## src/sv/tnl_pkg.sv

```systemverilog
// package with widths, codes, state and command types of the trapezoid log block
`default_nettype none
package tnl_pkg;

  localparam int unsigned MAX_INTERVALS = 4096;

  localparam int unsigned ARG_W  = 24;
  localparam int unsigned CNT_W  = 13;
  localparam int unsigned LOG_W  = 32;
  localparam int unsigned STAT_W = 2;

  localparam int unsigned IN_W  = 40;
  localparam int unsigned OUT_W = 40;

  localparam int unsigned FRAC_SHIFT = 16;
  localparam int unsigned H_W    = ARG_W + FRAC_SHIFT;
  localparam int unsigned T_W    = H_W + 1;
  localparam int unsigned REC_W  = 33;
  localparam int unsigned NODE_W = $clog2(MAX_INTERVALS + 1);
  localparam int unsigned SUM_W  = REC_W + NODE_W;
  localparam int unsigned PROD_W = SUM_W + H_W;
  localparam int unsigned RES_SHIFT = 41;
  localparam int unsigned STEP_W = 6;

  localparam logic [ARG_W-1:0] ONE_Q16 = ARG_W'(32'h0001_0000);

  typedef enum logic [STAT_W-1:0] {
    ST_OK       = 2'd0,
    ST_BELOW    = 2'd1,
    ST_ZERO_CNT = 2'd2
  } status_e;

  typedef enum logic [3:0] {
    S_IDLE,
    S_CHECK,
    S_DIV_H,
    S_INIT,
    S_REC_START,
    S_REC,
    S_ACCUM,
    S_MUL_START,
    S_MUL,
    S_DONE
  } state_e;

  typedef struct packed {
    logic load;
    logic h_start;
    logic div_step;
    logic node_init;
    logic rec_start;
    logic accum;
    logic mul_start;
    logic mul_step;
    logic out_write;
  } cmd_t;

  typedef struct packed {
    logic err;
    logic last_node;
    logic out_busy;
  } stat_t;

endpackage
`default_nettype wire

```

## src/sv/tnl_ctrl.sv

```systemverilog
// sequencer for the trapezoid log block: steps through division, node loop and multiply
`default_nettype none
module tnl_ctrl (
  input  wire logic          clk_i,
  input  wire logic          rst_ni,
  input  wire logic          in_valid_i,
  output logic               in_ready_o,
  input  wire tnl_pkg::stat_t stat_i,
  output tnl_pkg::cmd_t      cmd_o
);
  import tnl_pkg::*;

  state_e state_q, state_d;
  logic [STEP_W-1:0] step_q, step_d;
  logic step_last;

  always_ff @(posedge clk_i or negedge rst_ni) begin
    if (!rst_ni) begin
      state_q <= S_IDLE;
      step_q  <= '0;
    end else begin
      state_q <= state_d;
      step_q  <= step_d;
    end
  end

  always_comb begin
    case (state_q)
      S_DIV_H, S_MUL: step_last = (step_q == STEP_W'(H_W - 1));
      S_REC:          step_last = (step_q == STEP_W'(REC_W - 1));
      default:        step_last = 1'b0;
    endcase
  end

  always_comb begin
    state_d = state_q;
    step_d  = step_q;
    case (state_q)
      S_IDLE: begin
        if (in_valid_i) state_d = S_CHECK;
      end
      S_CHECK: begin
        step_d  = '0;
        state_d = stat_i.err ? S_DONE : S_DIV_H;
      end
      S_DIV_H: begin
        step_d = step_q + 1'b1;
        if (step_last) state_d = S_INIT;
      end
      S_INIT: begin
        state_d = S_REC_START;
      end
      S_REC_START: begin
        step_d  = '0;
        state_d = S_REC;
      end
      S_REC: begin
        step_d = step_q + 1'b1;
        if (step_last) state_d = S_ACCUM;
      end
      S_ACCUM: begin
        state_d = stat_i.last_node ? S_MUL_START : S_REC_START;
      end
      S_MUL_START: begin
        step_d  = '0;
        state_d = S_MUL;
      end
      S_MUL: begin
        step_d = step_q + 1'b1;
        if (step_last) state_d = S_DONE;
      end
      S_DONE: begin
        if (!stat_i.out_busy) state_d = S_IDLE;
      end
      default: state_d = S_IDLE;
    endcase
  end

  // input stays closed while reset is held
  always_comb begin
    cmd_o      = '0;
    in_ready_o = 1'b0;
    case (state_q)
      S_IDLE: begin
        in_ready_o  = rst_ni;
        cmd_o.load  = in_valid_i && rst_ni;
      end
      S_CHECK:     cmd_o.h_start   = 1'b1;
      S_DIV_H:     cmd_o.div_step  = 1'b1;
      S_INIT:      cmd_o.node_init = 1'b1;
      S_REC_START: cmd_o.rec_start = 1'b1;
      S_REC:       cmd_o.div_step  = 1'b1;
      S_ACCUM:     cmd_o.accum     = 1'b1;
      S_MUL_START: cmd_o.mul_start = 1'b1;
      S_MUL:       cmd_o.mul_step  = 1'b1;
      S_DONE:      cmd_o.out_write = !stat_i.out_busy;
      default:     cmd_o = '0;
    endcase
  end

endmodule
`default_nettype wire

```

## src/sv/tnl_datapath.sv

```systemverilog
// datapath: input check, shared restoring divider, reciprocal sum, serial multiply, output word
`default_nettype none
module tnl_datapath (
  input  wire logic                        clk_i,
  input  wire logic                        rst_ni,
  input  wire tnl_pkg::cmd_t               cmd_i,
  output tnl_pkg::stat_t                   stat_o,
  input  wire logic [tnl_pkg::ARG_W-1:0]   argument_i,
  input  wire logic [tnl_pkg::CNT_W-1:0]   interval_count_i,
  output logic                             out_valid_o,
  input  wire logic                        out_ready_i,
  output logic [tnl_pkg::LOG_W-1:0]        log_value_o,
  output logic [tnl_pkg::STAT_W-1:0]       status_o
);
  import tnl_pkg::*;

  logic [ARG_W-1:0]  arg_q;
  logic [NODE_W-1:0] n_q, n_d;
  status_e           status_q, status_d;
  logic [H_W-1:0]    h_q;
  logic [T_W-1:0]    div_q;
  logic [T_W-1:0]    rem_q;
  logic [H_W-1:0]    quo_q;
  logic [NODE_W-1:0] node_q;
  logic [REC_W-1:0]  prev_q;
  logic [SUM_W-1:0]  sum_q;
  logic [PROD_W-1:0] prod_q;
  logic              out_valid_q;
  logic [LOG_W-1:0]  log_q;
  logic [STAT_W-1:0] stat_q;

  logic [T_W:0]        rem_shift;
  logic                rem_ge;
  logic [T_W:0]        rem_sub;
  logic [REC_W-1:0]    rec_cur;
  logic [SUM_W-PROD_W+PROD_W:0] mul_upper;
  logic [LOG_W-1:0]    log_res;
  logic [T_W-1:0]      t_next;

  // input check and interval clamp
  always_comb begin
    if (argument_i < ONE_Q16) status_d = ST_BELOW;
    else if (interval_count_i == '0) status_d = ST_ZERO_CNT;
    else status_d = ST_OK;
    if (32'(interval_count_i) > 32'(MAX_INTERVALS)) n_d = NODE_W'(MAX_INTERVALS);
    else n_d = NODE_W'(interval_count_i);
  end

  // one restoring division step, shared by the step and the reciprocals
  assign rem_shift = {rem_q, quo_q[H_W-1]};
  assign rem_ge    = rem_shift >= {1'b0, div_q};
  assign rem_sub   = rem_shift - {1'b0, div_q};
  assign rec_cur   = quo_q[REC_W-1:0];
  assign t_next    = div_q + T_W'(h_q);

  // shift-add multiply, high part plus the sum
  assign mul_upper = (SUM_W + 1)'(prod_q[PROD_W-1:H_W])
                   + (SUM_W + 1)'(prod_q[0] ? sum_q : '0);

  always_comb begin
    if (prod_q[PROD_W-1:RES_SHIFT+LOG_W] != '0) log_res = '1;
    else log_res = prod_q[RES_SHIFT+LOG_W-1:RES_SHIFT];
  end

  always_ff @(posedge clk_i) begin
    if (cmd_i.load) begin
      arg_q    <= argument_i;
      n_q      <= n_d;
      status_q <= status_d;
    end
    if (cmd_i.h_start) begin
      rem_q <= '0;
      quo_q <= {arg_q - ONE_Q16, FRAC_SHIFT'(0)};
      div_q <= T_W'(n_q);
    end
    if (cmd_i.div_step) begin
      if (rem_ge) begin
        rem_q <= rem_sub[T_W-1:0];
        quo_q <= {quo_q[H_W-2:0], 1'b1};
      end else begin
        rem_q <= rem_shift[T_W-1:0];
        quo_q <= {quo_q[H_W-2:0], 1'b0};
      end
    end
    if (cmd_i.node_init) begin
      h_q    <= quo_q;
      div_q  <= T_W'(64'h1_0000_0000);
      prev_q <= REC_W'(64'h1_0000_0000);
      sum_q  <= '0;
      node_q <= NODE_W'(1);
    end
    if (cmd_i.rec_start) begin
      // t_i = t_(i-1) + h, dividend 2^64 starts with 2^31 left over
      div_q <= t_next;
      rem_q <= T_W'(64'h8000_0000);
      quo_q <= '0;
    end
    if (cmd_i.accum) begin
      sum_q  <= sum_q + SUM_W'(prev_q) + SUM_W'(rec_cur);
      prev_q <= rec_cur;
      if (node_q != n_q) node_q <= node_q + 1'b1;
    end
    if (cmd_i.mul_start) begin
      prod_q <= PROD_W'(h_q);
    end
    if (cmd_i.mul_step) begin
      prod_q <= {mul_upper[SUM_W:0], prod_q[H_W-1:1]};
    end
    if (cmd_i.out_write) begin
      stat_q <= status_q;
      log_q  <= (status_q == ST_OK) ? log_res : '0;
    end
  end

  always_ff @(posedge clk_i or negedge rst_ni) begin
    if (!rst_ni) begin
      out_valid_q <= 1'b0;
    end else if (cmd_i.out_write) begin
      out_valid_q <= 1'b1;
    end else if (out_ready_i) begin
      out_valid_q <= 1'b0;
    end
  end

  assign stat_o.err       = (status_q != ST_OK);
  assign stat_o.last_node = (node_q == n_q);
  assign stat_o.out_busy  = out_valid_q && !out_ready_i;

  assign out_valid_o = out_valid_q;
  assign log_value_o = log_q;
  assign status_o    = stat_q;

endmodule
`default_nettype wire

```

## src/sv/trapezoid_natural_log.sv

```systemverilog
// top level of the trapezoidal-rule natural logarithm block
`default_nettype none
// usage
// - input stream s_axis: one word carries argument x (unsigned q8.16) and the
//   interval count n; a word is taken when tvalid and tready are both high
// - output stream m_axis: one word per input word with ln(x) in unsigned q8.24
//   (saturated) and a status code; zero value on any error status
// - one word is worked on at a time; s_axis_tready is high only while the
//   sequencer is idle and reset is released
// - a rejected word (x below one or n of zero) goes from the check state straight
//   to the done state, where its result is registered
// - an accepted word, n clamped to 4096, passes the check, the step division,
//   the node setup, then per node a reciprocal division on the shared restoring
//   divider plus setup and accumulate, then the shift-add multiply; its result
//   is registered in the done state, after which the sequencer goes idle
// - the result sits in an output register; while the receiver stalls it holds
//   there and the sequencer waits in its last state before going idle, so a
//   new word can be taken as soon as the finished one is registered
// - reset clears the sequencer and the output valid flag, so a word in progress
//   or an unread result is dropped and none is invented; the arithmetic registers need no reset
module trapezoid_natural_log (
  input  wire logic        clk_i,
  input  wire logic        rst_ni,
  input  wire logic        s_axis_tvalid,
  output logic             s_axis_tready,
  input  wire logic [39:0] s_axis_tdata,   // argument [23:0], interval_count [36:24], zero pad
  output logic             m_axis_tvalid,
  input  wire logic        m_axis_tready,
  output logic [39:0]      m_axis_tdata    // log_value [31:0], status [33:32], zero pad
);
  import tnl_pkg::*;

  cmd_t  cmd;
  stat_t stat;

  logic [LOG_W-1:0]  log_value;
  logic [STAT_W-1:0] status;

  // sequencer
  tnl_ctrl u_ctrl (
    .clk_i      (clk_i),
    .rst_ni     (rst_ni),
    .in_valid_i (s_axis_tvalid),
    .in_ready_o (s_axis_tready),
    .stat_i     (stat),
    .cmd_o      (cmd)
  );

  // arithmetic and output register
  tnl_datapath u_dp (
    .clk_i            (clk_i),
    .rst_ni           (rst_ni),
    .cmd_i            (cmd),
    .stat_o           (stat),
    .argument_i       (s_axis_tdata[ARG_W-1:0]),
    .interval_count_i (s_axis_tdata[ARG_W+CNT_W-1:ARG_W]),
    .out_valid_o      (m_axis_tvalid),
    .out_ready_i      (m_axis_tready),
    .log_value_o      (log_value),
    .status_o         (status)
  );

  // pack result word, lowest field first
  assign m_axis_tdata = {(OUT_W - LOG_W - STAT_W)'(0), status, log_value};

  // a taken word closes the input until the sequencer is idle again
  assert property (@(posedge clk_i) disable iff (!rst_ni)
    s_axis_tvalid && s_axis_tready |=> !s_axis_tready)
    else $error("input taken twice in a row");

  // error results carry a zero value
  assert property (@(posedge clk_i) disable iff (!rst_ni)
    m_axis_tvalid && (m_axis_tdata[33:32] != 2'd0) |-> (m_axis_tdata[31:0] == 32'd0))
    else $error("error result with nonzero value");

  // status code three is never produced
  assert property (@(posedge clk_i) disable iff (!rst_ni)
    m_axis_tvalid |-> (m_axis_tdata[33:32] != 2'd3))
    else $error("undefined status code");

  // a stalled result word stays put
  assert property (@(posedge clk_i) disable iff (!rst_ni)
    m_axis_tvalid && !m_axis_tready |=> m_axis_tvalid && $stable(m_axis_tdata))
    else $error("stalled result changed");

endmodule
`default_nettype wire
```

## config.mk

```make
export PLATFORM = sky130hd
export DESIGN_NAME = trapezoid_natural_log
export DESIGN_NICKNAME = d
export VERILOG_FILES = /design/src/sv/tnl_pkg.sv /design/src/sv/tnl_ctrl.sv /design/src/sv/tnl_datapath.sv /design/src/sv/trapezoid_natural_log.sv
export SDC_FILE = /design/constraint.sdc
export NUM_CORES = 1
export LEC_CHECK = 0
export ABC_AREA = 1
export BUFFER_PORTS_ARGS = -buffer_cell sky130_fd_sc_hd__buf_4
export CAP_MARGIN = 15
export CORE_AREA = 2 2 279 350
export CTS_BUF_LIST = sky130_fd_sc_hd__clkbuf_2
export CTS_CLUSTER_DIAMETER = 200
export CTS_CLUSTER_SIZE = 12
export DETAILED_ROUTE_END_ITERATION = 8
export DIE_AREA = 0 0 281 352
export PLACE_DENSITY_LB_ADDON = 0.12
export SETUP_SLACK_MARGIN = 0.5
export SYNTH_ARGS = -nofsm -noshare
export SYNTH_HDL_FRONTEND = slang
export SYNTH_SLANG_ARGS = --single-unit
```

## constraint.sdc

```tcl
create_clock -name clk_i -period 7.91 [get_ports clk_i]
set_input_delay 1.1865 -clock clk_i [delete_from_list [all_inputs] [get_ports clk_i]]
set_output_delay 1.1865 -clock clk_i [all_outputs]
set_load 0.03 [all_outputs]
```

# --- After elaboration in Yosys (flattened, before gate mapping) ---
# Index checks and enable logic that the tools add are counted.
totals:
  ramBits: 0
  n_memories: 0
  latch_bits: 0
  regBits: 424
  output_inout_bits: 42
  mem_bits_ro: 0
  input_bits: 44
op_classes:
  n_mux: 43
  bitwise_logic: 0
  n_lt_le_gt_ge: 3
  addsub: 8
  multipliers: 0
  eq_ne: 18
  n_reduce_logical: 20
  div_mod_pow: 0
  n_shift: 0
op_table:
  columns: ["op", "count"]
  rows:
  - ["41-bit 2-to-1 mux", 6]
  - ["86-bit 2-to-1 mux", 2]
  - ["46-bit 2-to-1 mux", 3]
  - ["46-bit by 33-bit adder with 46-bit output", 2]
  - ["40-bit 2-to-1 mux", 2]
  - ["33-bit 2-to-1 mux", 2]
  - ["46-bit by 47-bit adder with 47-bit output", 1]
  - ["42-bit by 41-bit greater-or-equal comparator with 1-bit output", 1]
  - ["41-bit by 40-bit adder with 41-bit output", 1]
  - ["41-bit subtractor", 1]
  - ["4-bit case mux with 10 select lines", 1]
  - ["13-bit 2-to-1 mux", 3]
  - ["32-bit 2-to-1 mux", 1]
  - ["24-bit by 17-bit less-than comparator with 1-bit output, second input constant", 1]
  - ["4-bit 2-to-1 mux", 6]
  - ["24-bit by 17-bit subtractor with 24-bit output, second input constant", 1]
  - ["4-bit by 3-bit == test with 1-bit output, second input constant", 4]
  - ["13-bit by 1-bit adder with 13-bit output, second input constant", 1]
  - ["13-bit == test", 1]
  - ["13-bit > comparator, second input constant", 1]
  - ["13-bit logical NOT", 1]
  - ["1-bit 2-to-1 mux", 13]
  - ["13-bit != test", 1]
  - ["13-bit nonzero test", 1]
  - ["other kinds (19)", 35]

# --- Longest topological paths before layout ---
# Gate-level depths: netlist of the first run.
depth:
  word_depth: 5
  depth_mapped: 19

# --- Hierarchy ---
# From an unflattened synthesis of the first run, not the netlist that was laid out.
hier_totals:
  hier_cells: 4014
  area_unflattened_um2: 29539.6
modules_own_cells:
  columns: ["mod", "seq_area_each_um2", "instances", "cells_per_inst", "area_per_inst_um2"]
  rows:
  - ["tnl_datapath", 11486.0, 1, 3899, 28740.1]
  - ["tnl_ctrl", 250.2, 1, 108, 750.7]
  - ["trapezoid_natural_log", 0.0, 1, 7, 48.8]

# --- Least setup slack after synthesis of the first run ---
# OpenSTA, ideal clock, no wires.
synth_path:
  kind: "flip-flop to flip-flop"
  startpoint: "register u_ctrl.state_q[3]"
  endpoint: "register u_ctrl.state_q[3]"
  path_slack_ns: 0.362
  path_stages_with_launch: 6
  synth_period_minus_slack_ns: 7.548
  arrival_time_ns: 7.446
  setup_time_ns: 0.102
  required_ns: 7.808
  path_cell_list: "dfrtp_1 > nor2_1 > inv_1 > o21ai_0 > o21ai_0 > o21ai_0"
synth_via:
  elab_chain_cells: 5
  elab_cells_between_ends: 19
synth_rtl:
  columns: ["element", "line", "rtl"]
  rows:
  - ["from (decl)", "tnl_ctrl.sv:13", "state_e state_q, state_d;"]
  - ["from (signal assigned)", "tnl_ctrl.sv:22", "state_q <= state_d;"]
  - ["4-bit by 2-bit == test with 1-bit output / 4-bit == test (equally long branches)", "tnl_ctrl.sv:28, tnl_ctrl.sv:38", null]
  - ["2-bit OR reduction", "tnl_ctrl.sv:28", "case (state_q)"]
  - ["1-bit case mux with 2 select lines", "tnl_ctrl.sv:28", null]
  - ["2-bit by 1-bit != test with 1-bit output (no source line)", null, null]
  - ["5-bit AND reduction (no source line)", null, null]
# Several ways; a longest one is shown, not always the timed one.
# A chain may end at the register's enable or synchronous reset.

# --- Final worst setup path of the first run ---
layout_path:
  startpoint: "register u_dp.prod_q[0]"
  endpoint: "register u_dp.prod_q[65], data pin"
layout_via:
  elab_chain_cells: 3
layout_rtl:
  columns: ["element", "line", "rtl"]
  rows:
  - ["from (decl)", "tnl_datapath.sv:27", "logic [PROD_W-1:0] prod_q;"]
  - ["from (signal assigned)", "tnl_datapath.sv:104", "prod_q <= PROD_W'(h_q);"]
  - ["from (signal assigned)", "tnl_datapath.sv:107", "prod_q <= {mul_upper[SUM_W:0], prod_q[H_W-1:1]};"]
  - ["46-bit 2-to-1 mux", "tnl_datapath.sv:58", "+ (SUM_W + 1)'(prod_q[0] ? sum_q : '0);"]
  - ["46-bit by 47-bit adder with 47-bit output", "tnl_datapath.sv:58", null]
  - ["86-bit 2-to-1 mux", "tnl_datapath.sv:106", "if (cmd_i.mul_step) begin"]
# No other way between the ends.

==> impl_metrics.yaml, run 1 <==
outcome:
  outcome: "finished, final reports clean"
worst_setup_path:
  setup.worst_path.start: "u_dp.prod_q[0]$_DFFE_PN_"
  r2r_setup_slack_ns: 4.24
  crit_fanout: 46
  setup.worst_path.start_class: "flip-flop"
  timing.rr.start: "u_dp.prod_q[0]$_DFFE_PN_"
  cp.arrival_ns: 4.53
  crit_required_ns: 8.78
  crit_path_end_kind: "flip-flop"
  path_class: "flip-flop to flip-flop"
timing:
  setup_slack_ns: 4.24
  setup_viol: 0
  setup_tns_ns: 0
  rsz0062_at_grt: "false"
  period_share: 0.464
  finalCriticalPeriod_ns: 3.67
  max_freq_ghz: 0.273
  skew_ns: 0.128
  worstMarginPinSlew_ns: 1.13
  slew_headroom: 0.243
  slew_violations: 0
  hold_violations: 0
pwr:
  power_mw: 10.0
  leakagePower_nw: 13.9
  ir_drop_v: 0.000201
  power_density_mw_per_mm2: 315
floorplan:
  die-area_sq_mm: 0.0989
  start_util: 0.308
  row_count: 127
  die_y_um: 352
  fp.coreArea_sq_mm: 0.0955
  dieWidth_um: 281
  ios: 86
yosys:
  synth_top_area_frac: 0.325
  synth.cell_area_sq_mm: 0.0295
  ys_seq_area_frac: 0.398
  yosysWarnings: 0
  synth.area.top_cells: "edfxtp_1 33%, nand2_1 14%, inv_1 7.8%, ha_1 6.9%, dfxtp_1 6.4%"
  synth.avg_cell_area_sq_um: 7.32
  synth_ff_type: "edfxtp_1"
  yosysTopAreaCell: "edfxtp_1"
  synth_async_sr_flop_share: 0.0259
  ys_seq_elements: 424
  synth-edff-count: 319
  synthCells: 4022
  ys_types: 53
cts:
  root_buffer: "clkbuf_2"
  cts_tree: "done"
  clock_latency_ns: 1.25
  clock_sinks: 424
  cts_resized: 0
  clk_pin_slew_ns: 0.23
  htree_levels: 2
  clock_path_buffers: 3
  cts_buffers: 41
global_routing:
  grt_pass1_vias: 26100
  antenna_found_initial: 3
  grt_overflow: 0
  grt_start_max_net_pins: 65
  grtUsageTotal: 0.204
  grt_pass1_wl_mm: 154
detailed_routing:
  drt-pass1-iter-count: 5
  ant_nets: 0
  finalWirelength_mm: 101
  avgRoutedWirePerCell_um: 18.7
  drt-initial-drc-count: 1456
  vias_per_cell: 4.79
  num_vias: 25900
  drc_errors: 0
finish:
  syn2layout_area_growth_pct: 8.41
  fillers: 10500
  drive_gt1_frac: 0.0561
  final_nets: 4330
place:
  port-buffer-count: 76
  post-place-ws_ns: 4.24
  place_congestion: 0.951
  hpwlAfterDp_mm: 79.7
hold_path:
  worstHoldStart: "s_axis_tdata[1]"
  hold_path.class: "input port to flip-flop"
job:
  drv_cap: 0
## placed cells by master, fill, tap and decap left out, types with 13 or more instances in the layout
cell      Yosys  layout
xor2_1       18      18
nand4_1      25      25
nand2_2      11      14
dfxtp_1      94      94
nor2_1      480     476
nor2_2       16      14
nor3_1       43      43
a31oi_1      37      37
o21ai_0     244     243
ha_1        163     163
edfxtp_1    319     319
buf_4         6     100
o21bai_1     23      23
clkbuf_2      1      73
fa_1         37      37
nor4_1       17      17
inv_1       611     611
o21a_1       19      19
a21o_1       13      13
xnor2_1      24      24
nand2_1    1088    1083
nand3_1     196     196
nand3b_1     33      33
a21oi_1     337     337
## final cells by class
cell class / instances / area, sq um / share of cell area
Antenna cell: 1 / 2.50 / 0.0000784
Clock buffer: 73 / 365 / 0.0114
Clock inverter: 2 / 38.8 / 0.00121
Inverter: 615 / 2310 / 0.0723
Multi-Input combinational cell: 2902 / 15100 / 0.473
Sequential cell: 424 / 11700 / 0.367
Tap cell: 1290 / 1610 / 0.0505
Timing Repair Buffer: 102 / 771 / 0.0241
## synthesized netlist by cell type, drive strengths merged, types with 5 or more instances
cell and instances:
nor3 44, dfxtp 94, o21a 19, nand2 1099, ha 163, nor4 17
inv 615, a21oi 337, a221oi 5, nand3b 33, a21boi 6, edfxtp 319
xor2 18, nor2 499, o21bai 23, fa 37, clkbuf 55, a31oi 37
o22ai 5, o21ai 255, buf 31, and2 5, nor3b 6, a21o 13
nand3 202, dfrtp 11, or2 5, xnor2 24, nand4 25
## what timing repair did
action	4_1_cts	5_1_grt
buffers inserted	0	0
endpoints found under the hold margin	12	0
setup endpoints to repair	0	0
hold buffers	2	0
## per-layer routing
layer | wire, um | global-route usage
met1 | 42900 | 0.243
met2 | 52100 | 0.376
met3 | 2450 | 0.0172
met4 | 3850 | 0.0739
met5 | 17 | 0
## critical path, stage by stage, from the launching register on
cell	delay (ns)
edfxtp_1	0.38
buf_4	0.43
nand2_1	0.14
inv_1	0.09
ha_1	0.28
fa_1	0.29
nand2_1	0.10
nand2_1	0.07
o21ai_1	0.12
o21ai_1	0.49
nand2_1	0.10
nand2_1	0.21
inv_1	0.10
o21ai_1	0.24
nand2_1	0.14
nand3_1	0.09
a21oi_1	0.06
## path summary, 6_finish.rpt
| path | cells after the start | to |
|---|---|---|
| max in group asynchronous | 2 | u_ctrl.step_q[5]$_DFFE_PN0P_ |
| worst max register to register | 16 | u_dp.prod_q[65]$_SDFFCE_PN0N_ |
| worst min-delay path | 1 | u_dp.arg_q[1]$_DFFE_PP_ |
| worst min register to register | 0 | u_dp.h_q[36]$_DFFE_PP_ |
| min in group asynchronous | 2 | u_ctrl.step_q[0]$_DFFE_PN0P_ |
| worst max-delay path | 16 | u_dp.prod_q[65]$_SDFFCE_PN0N_ |
## flip-flops by register name, indices dropped and copies added (netlist names), 4 cells and up
name,cells
u_dp.prod_q,86
u_dp.sum_q,46
u_dp.div_q,41
u_dp.rem_q,41
u_dp.h_q,40
u_dp.quo_q,40
u_dp.prev_q,33
u_dp.log_value_o,32
u_dp.arg_q,24
u_dp.n_q,13
u_dp.node_q,13
u_ctrl.step_q,6
u_ctrl.state_q,4
## through the flow
stage,instance area [sq um],util,hold WS [ns],cells
after detailed placement,31500,0.330,0.451,5331
after global routing,31900,0.334,0.0753,5409
after global placement,31500,0.330,0.447,5331
after floorplan,29500,-,0.427,4027
final,31900,0.334,0.210,5409
after CTS,31900,0.334,0.000132,5408
## where the power goes
part	switching [mW]	internal (mW)	leakage, nW
clock	0.843	0.268	0.322
combinational	3.92	1.59	9.73
sequential	0.392	3.03	3.88
## cell families (layout without fill, tap and decap cells)
family,count (synthesis),in the layout,share of synthesized area
simple gates,1940,1940,0.272
compound gates,714,714,0.131
buf+inv,701,792,0.0922
flops,424,424,0.398
fa+ha+maj,200,200,0.0944
xor+xnor,42,42,0.0125
other cells,1,7,0.000127
No activity file was read; power rests on OpenSTA's default activity.
==> run 2, diff against run 1 <==
==> constraint.sdc (replaced) <==
create_clock -name clk_i -period 3.2 [get_ports clk_i]
set_input_delay 0.48 -clock clk_i [delete_from_list [all_inputs] [get_ports clk_i]]
set_output_delay 0.48 -clock clk_i [all_outputs]
set_load 0.03 [all_outputs]
==> impl_metrics.yaml, run 2 (same netlist as run 1, synthesis figures left out) <==
timing:
  rsz0062_at_grt: "true"
  setup_slack_ns: 0.452
  slew_violations: 0
  worstMarginPinSlew_ns: 0.764
  setup_viol: 0
  max_freq_ghz: 0.364
  setup_tns_ns: 0
  timing.hold.ws_ns: 0.207
  period_share: 0.859
  hold_violations: 0
  slew_headroom: 0.491
  finalCriticalPeriod_ns: 2.75
  skew_ns: 0.0681
hold_path:
  hold_path.class: "input port to flip-flop"
floorplan:
  start_util: 0.308
  fp.coreArea_sq_mm: 0.0955
  dieWidth_um: 281
  die-area_sq_mm: 0.0989
  ios: 86
  row_count: 127
  die_y_um: 352
finish:
  largestRegisters: "u_dp.prod_q x86, u_dp.sum_q x46"
  final_nets: 4632
  final_common_cell: "nand2_1"
  layout_common_cells: "959 x nand2_1, 542 x inv_1, 369 x nor2_1, 319 x edfxtp_1, 293 x buf_4"
  fillers: 10000
  regMostFlops: "u_dp.prod_q"
  largest_reg_flops: 86
  design_area_sq_mm: 0.0378
  fin_util: 0.396
  drive_gt1_frac: 0.239
  syn2layout_area_growth_pct: 28.4
global_routing:
  grt_overflow: 0
  grt_start_max_net_pins: 117
  grt_pass1_vias: 27300
  grtUsageTotal: 0.212
  grt_pass1_wl_mm: 160
  antenna_found_initial: 6
outcome:
  outcome: "finished, final reports clean"
detailed_routing:
  avgRoutedWirePerCell_um: 18.9
  vias_per_cell: 4.82
  finalWirelength_mm: 108
  drt-pass1-iter-count: 5
  drc_errors: 0
  num_vias: 27500
  drt-initial-drc-count: 1711
  ant_nets: 0
cts:
  clock_latency_ns: 1.15
  clk_pin_slew_ns: 0.25
  cts_tree: "done"
  htree_levels: 2
  clock_path_buffers: 3
  cts_buffers: 41
  root_buffer: "clkbuf_2"
  clock_sinks: 424
worst_setup_path:
  cp-endpoint: "u_dp.sum_q[41]$_SDFFCE_PN0P_"
  r2r_cells: 13
  timing.rr.start: "u_dp.prev_q[31]$_SDFFCE_PN0P_"
  cp.arrival_ns: 3.66
  path_class: "flip-flop to flip-flop"
  setup.worst_path.start_class: "flip-flop"
  r2r_setup_slack_ns: 0.45
  setup.worst_path.start: "u_dp.prev_q[31]$_SDFFCE_PN0P_"
  r2r-end: "u_dp.sum_q[41]$_SDFFCE_PN0P_"
  crit_fanout: 4
  crit_path_end_kind: "flip-flop"
  crit_required_ns: 4.12
pwr:
  leakagePower_nw: 16.0
  power_density_mw_per_mm2: 788
  ir_drop_v: 0.000398
place:
  place_congestion: 0.973
  port-buffer-count: 76
  place_area_sq_mm: 0.0322
  post-place-ws_ns: 0.0611
  hpwlAfterDp_mm: 81.9
job:
  drv_cap: 0
==> run 2: changes by cell type in the layout (fill, tap and decap cells not counted), sizes merged <==
| cell | previous run | this run |
|---|---|---|
| clkinvlp | 0 | 1 |
| buf | 100 | 330 |
| diode | 1 | 4 |
| bufinv | 1 | 0 |
| dlygate4sd3 | 2 | 70 |
| bufbuf | 0 | 2 |
==> run 2: stage by stage <==
step	power [mW]	instances
finish	29.8	5712
global route	32.0	5711
CTS	27.5	5627
detailed placement	22.9	5408
global placement	23.0	5408
floorplan	17.6	4027
==> run 2: worst min-delay path by stage <==
stage	start	end	slack (ns)	cells after the start
6_report	s_axis_tdata[30]	u_dp.n_q[6]$_SDFFCE_PN0P_	0.21	4
4_1_cts	s_axis_tdata[30]	u_dp.n_q[6]$_SDFFCE_PN0P_	0.02	4
3_5_place_dp	rst_ni	u_ctrl.step_q[0]$_DFFE_PN0P_	0.34	1
5_1_grt	s_axis_tdata[26]	u_dp.n_q[2]$_SDFFCE_PN0P_	0.07	4
2_1_floorplan	rst_ni	u_ctrl.state_q[0]$_DFFE_PN0P_	0.18	0
3_3_place_gp	rst_ni	u_ctrl.step_q[0]$_DFFE_PN0P_	0.33	1
==> run 2: layer usage <==
layer | up-vias | wire (um) | GRT usage | part of all wire
met5 | - | 41 | 0 | 0.00038
met2 | 442 | 55900 | 0.397 | 0.52
li1 | 13900 | - | - | -
met3 | 183 | 2790 | 0.0172 | 0.026
met1 | 13000 | 44200 | 0.248 | 0.41
met4 | 6 | 5030 | 0.0791 | 0.047
==> run 2: final cells by class <==
cell class	count	area (sq um)	area share
multi-input cells	2902	18200	0.481
flip-flops and latches	424	11700	0.310
repair buffers	404	3590	0.0948
inverters	615	2320	0.0613
well taps	1290	1610	0.0427
clock buffers	71	355	0.00939
clock inverters	2	12.5	0.000331
diodes	4	10.0	0.000265
==> run 2: what timing repair did <==
item,4_1_cts,5_1_grt
pin swaps,78,183
cloned,3,2
hold buffers,70,0
buffers inserted,73,79
resized for setup,312,550
hold endpoints to repair,60,0
setup endpoints to repair,115,135
==> run 2: worst max-delay path: stages (launching register included) <==
cell      delay (ns)
edfxtp_1        0.47
fa_1            0.55
ha_4            0.31
nand2_1         0.08
nor2_1          0.11
inv_1           0.11
nor2_1          0.15
inv_1           0.07
nor3_1          0.23
nand4_1         0.15
nand3_2         0.13
nand2_1         0.06
nand2_1         0.06
nor2_1          0.04
==> run 2: power breakdown <==
part	total (mW)	internal, mW	leakage, nW	switching (mW)
sequential	8.37	7.49	3.88	0.885
combinational	18.8	6.87	11.8	12.0
clock	2.60	0.568	0.304	2.03
==> run 3, diff against run 2 <==
--- a/config.mk
+++ b/config.mk
@@ -7,13 +7,13 @@
 export LEC_CHECK = 0
 export ABC_AREA = 1
 export BUFFER_PORTS_ARGS = -buffer_cell sky130_fd_sc_hd__buf_4
-export CAP_MARGIN = 15
-export CORE_AREA = 2 2 279 350
+export CAP_MARGIN = 20
+export CORE_AREA = 2 2 246 309
 export CTS_BUF_LIST = sky130_fd_sc_hd__clkbuf_2
 export CTS_CLUSTER_DIAMETER = 200
 export CTS_CLUSTER_SIZE = 12
 export DETAILED_ROUTE_END_ITERATION = 8
-export DIE_AREA = 0 0 281 352
+export DIE_AREA = 0 0 248 311
 export PLACE_DENSITY_LB_ADDON = 0.12
 export SETUP_SLACK_MARGIN = 0.5
 export SYNTH_ARGS = -nofsm -noshare
==> impl_metrics.yaml, run 3 (same netlist as run 1, synthesis figures left out) <==
cts:
  htree_levels: 2
  cts_buffers: 41
  clock_sinks: 424
  clock_latency_ns: 1.26
  clock_path_buffers: 3
  cts_tree: "done"
  root_buffer: "clkbuf_2"
  clk_pin_slew_ns: 0.26
worst_setup_path:
  path_class: "flip-flop to flip-flop"
  crit_path_end_kind: "flip-flop"
  cp.arrival_ns: 3.78
  setup.worst_path.start_class: "flip-flop"
  crit_required_ns: 4.15
  crit_fanout: 3
  r2r_cells: 14
global_routing:
  use_met1: 0.301
  use_met3: 0.0225
  grt_pass1_wl_mm: 150
  antenna_found_initial: 4
  grt_overflow: 0
  grt_start_max_net_pins: 81
  met2_usage: 0.461
  top_usage_layer: "met2"
  grt_pass1_vias: 26600
  grtUsageTotal: 0.254
finish:
  largest_reg_flops: 86
  largestRegisters: "u_dp.prod_q x86, u_dp.sum_q x46"
  regArea_sq_mm: 0.0117
  fillers: 7462
  multi_input_area_sq_mm: 0.0177
  syn2layout_area_growth_pct: 24.0
  design_area_sq_mm: 0.0365
  regMostFlops: "u_dp.prod_q"
  layout_common_cells: "995 x nand2_1, 571 x inv_1, 382 x nor2_1, 319 x edfxtp_1, 267 x buf_4"
  drive_gt1_frac: 0.206
  final_nets: 4584
  fin_util: 0.493
  final_common_cell: "nand2_1"
detailed_routing:
  finalWirelength_mm: 101
  drt-pass1-iter-count: 6
  num_vias: 27500
  vias_per_cell: 5.15
  drt-initial-drc-count: 1601
  avgRoutedWirePerCell_um: 19.0
  drc_errors: 0
  ant_nets: 0
floorplan:
  start_util: 0.397
  dieWidth_um: 248
  row_count: 112
  die_y_um: 311
  ios: 86
  die-area_sq_mm: 0.0771
  fp.coreArea_sq_mm: 0.0741
place:
  hpwlAfterDp_mm: 76.7
  port-buffer-count: 76
  place_area_sq_mm: 0.0317
  place_congestion: 0.969
  post-place-ws_ns: 0.0952
pwr:
  seqPwrFrac: 0.293
  power_density_mw_per_mm2: 785
  leakagePower_nw: 15.7
  ir_drop_v: 0.000650
  p_comb_frac: 0.616
  swShare: 0.498
  internal_power_mw: 14.4
  p_clk_frac: 0.091
  p_switching_mw: 14.3
  power_mw: 28.7
timing:
  slew_headroom: 0.445
  setup_slack_ns: 0.377
  worstMarginPinSlew_ns: 0.832
  hold_violations: 0
  skew_ns: 0.187
  setup_viol: 0
  max_freq_ghz: 0.354
  setup_tns_ns: 0
  period_share: 0.882
  finalCriticalPeriod_ns: 2.82
  rsz0062_at_grt: "true"
  slew_violations: 0
hold_path:
  worstHoldPathCells: 2
  hold_path.class: "input port to flip-flop"
job:
  drv_cap: 0
outcome:
  outcome: "finished, final reports clean"
-- run 3: routing by layer --
| layer | vias up | share of wire | wire length [um] |
|---|---|---|---|
| met5 | - | 0.00018 | 18 |
| met4 | 2 | 0.047 | 4760 |
| met3 | 206 | 0.033 | 3330 |
| met2 | 600 | 0.51 | 52200 |
| met1 | 12900 | 0.41 | 41100 |
| li1 | 13800 | - | - |
-- run 3: path summary, 6_finish.rpt --
path	from	endpoint	slack [ns]
max	u_dp.sum_q[1]$_SDFFCE_PN0P_	u_dp.sum_q[23]$_SDFFCE_PN0P_	0.38
min	s_axis_tdata[21]	u_dp.arg_q[21]$_DFFE_PP_	0.12
max reg2reg	u_dp.sum_q[1]$_SDFFCE_PN0P_	u_dp.sum_q[23]$_SDFFCE_PN0P_	0.38
min reg2reg	u_dp.arg_q[13]$_DFFE_PP_	u_dp.quo_q[29]$_SDFFE_PP0P_	0.45
max in group asynchronous	rst_ni	u_ctrl.state_q[3]$_DFFE_PN0P_	2.46
min in group asynchronous	rst_ni	u_ctrl.step_q[0]$_DFFE_PN0P_	0.34
-- run 3: cell type report --
cell class | instances | area share
Multi-Input combinational cell | 2902 | 0.486
Sequential cell | 424 | 0.322
Timing Repair Buffer | 356 | 0.0854
Inverter | 615 | 0.0635
Tap cell | 969 | 0.0332
Clock buffer | 72 | 0.00987
Clock inverter | 3 | 0.000445
Antenna cell | 5 | 0.000343
-- run 3: repair_timing --
action | in CTS | in global routing
pin swaps | 55 | 144
setup endpoints to repair | 110 | 109
hold buffers | 62 | 0
gates cloned | 0 | 6
buffers inserted | 45 | 78
hold endpoints to repair | 85 | 0
gates resized for setup | 187 | 496
-- run 3: power by group through the flow --
| stage | clock [mW] | combinational (mW) | sequential [mW] |
|---|---|---|---|
| 6_report | 2.61 | 17.7 | 8.40 |
| 5_1_grt | 2.88 | 19.3 | 8.53 |
| 4_1_cts | 2.73 | 15.2 | 8.33 |
| 3_5_place_dp | 0 | 13.9 | 8.50 |
| 3_3_place_gp | 0 | 13.9 | 8.49 |
| 2_1_floorplan | 0 | 9.32 | 8.28 |
-- run 3: critical path: stages (launching register included) --
cell and delay (ns):
edfxtp_1 0.48, fa_1 0.54, ha_4 0.20, fa_2 0.35, nand2_2 0.08, nand2_2 0.06, o21ai_2 0.08, buf_4 0.14
o21ai_2 0.06, a21oi_2 0.20, inv_2 0.09, nand2_1 0.08, nand2_2 0.07, o21ai_1 0.15, a21oi_1 0.06
-- run 3: metrics by stage --
step | cells | hold slack, ns
2_1_floorplan | 4027 | 0.184
3_3_place_gp | 5075 | 0.332
3_5_place_dp | 5075 | 0.333
4_1_cts | 5257 | 0.0311
5_1_grt | 5343 | 0.0436
6_report | 5346 | 0.124
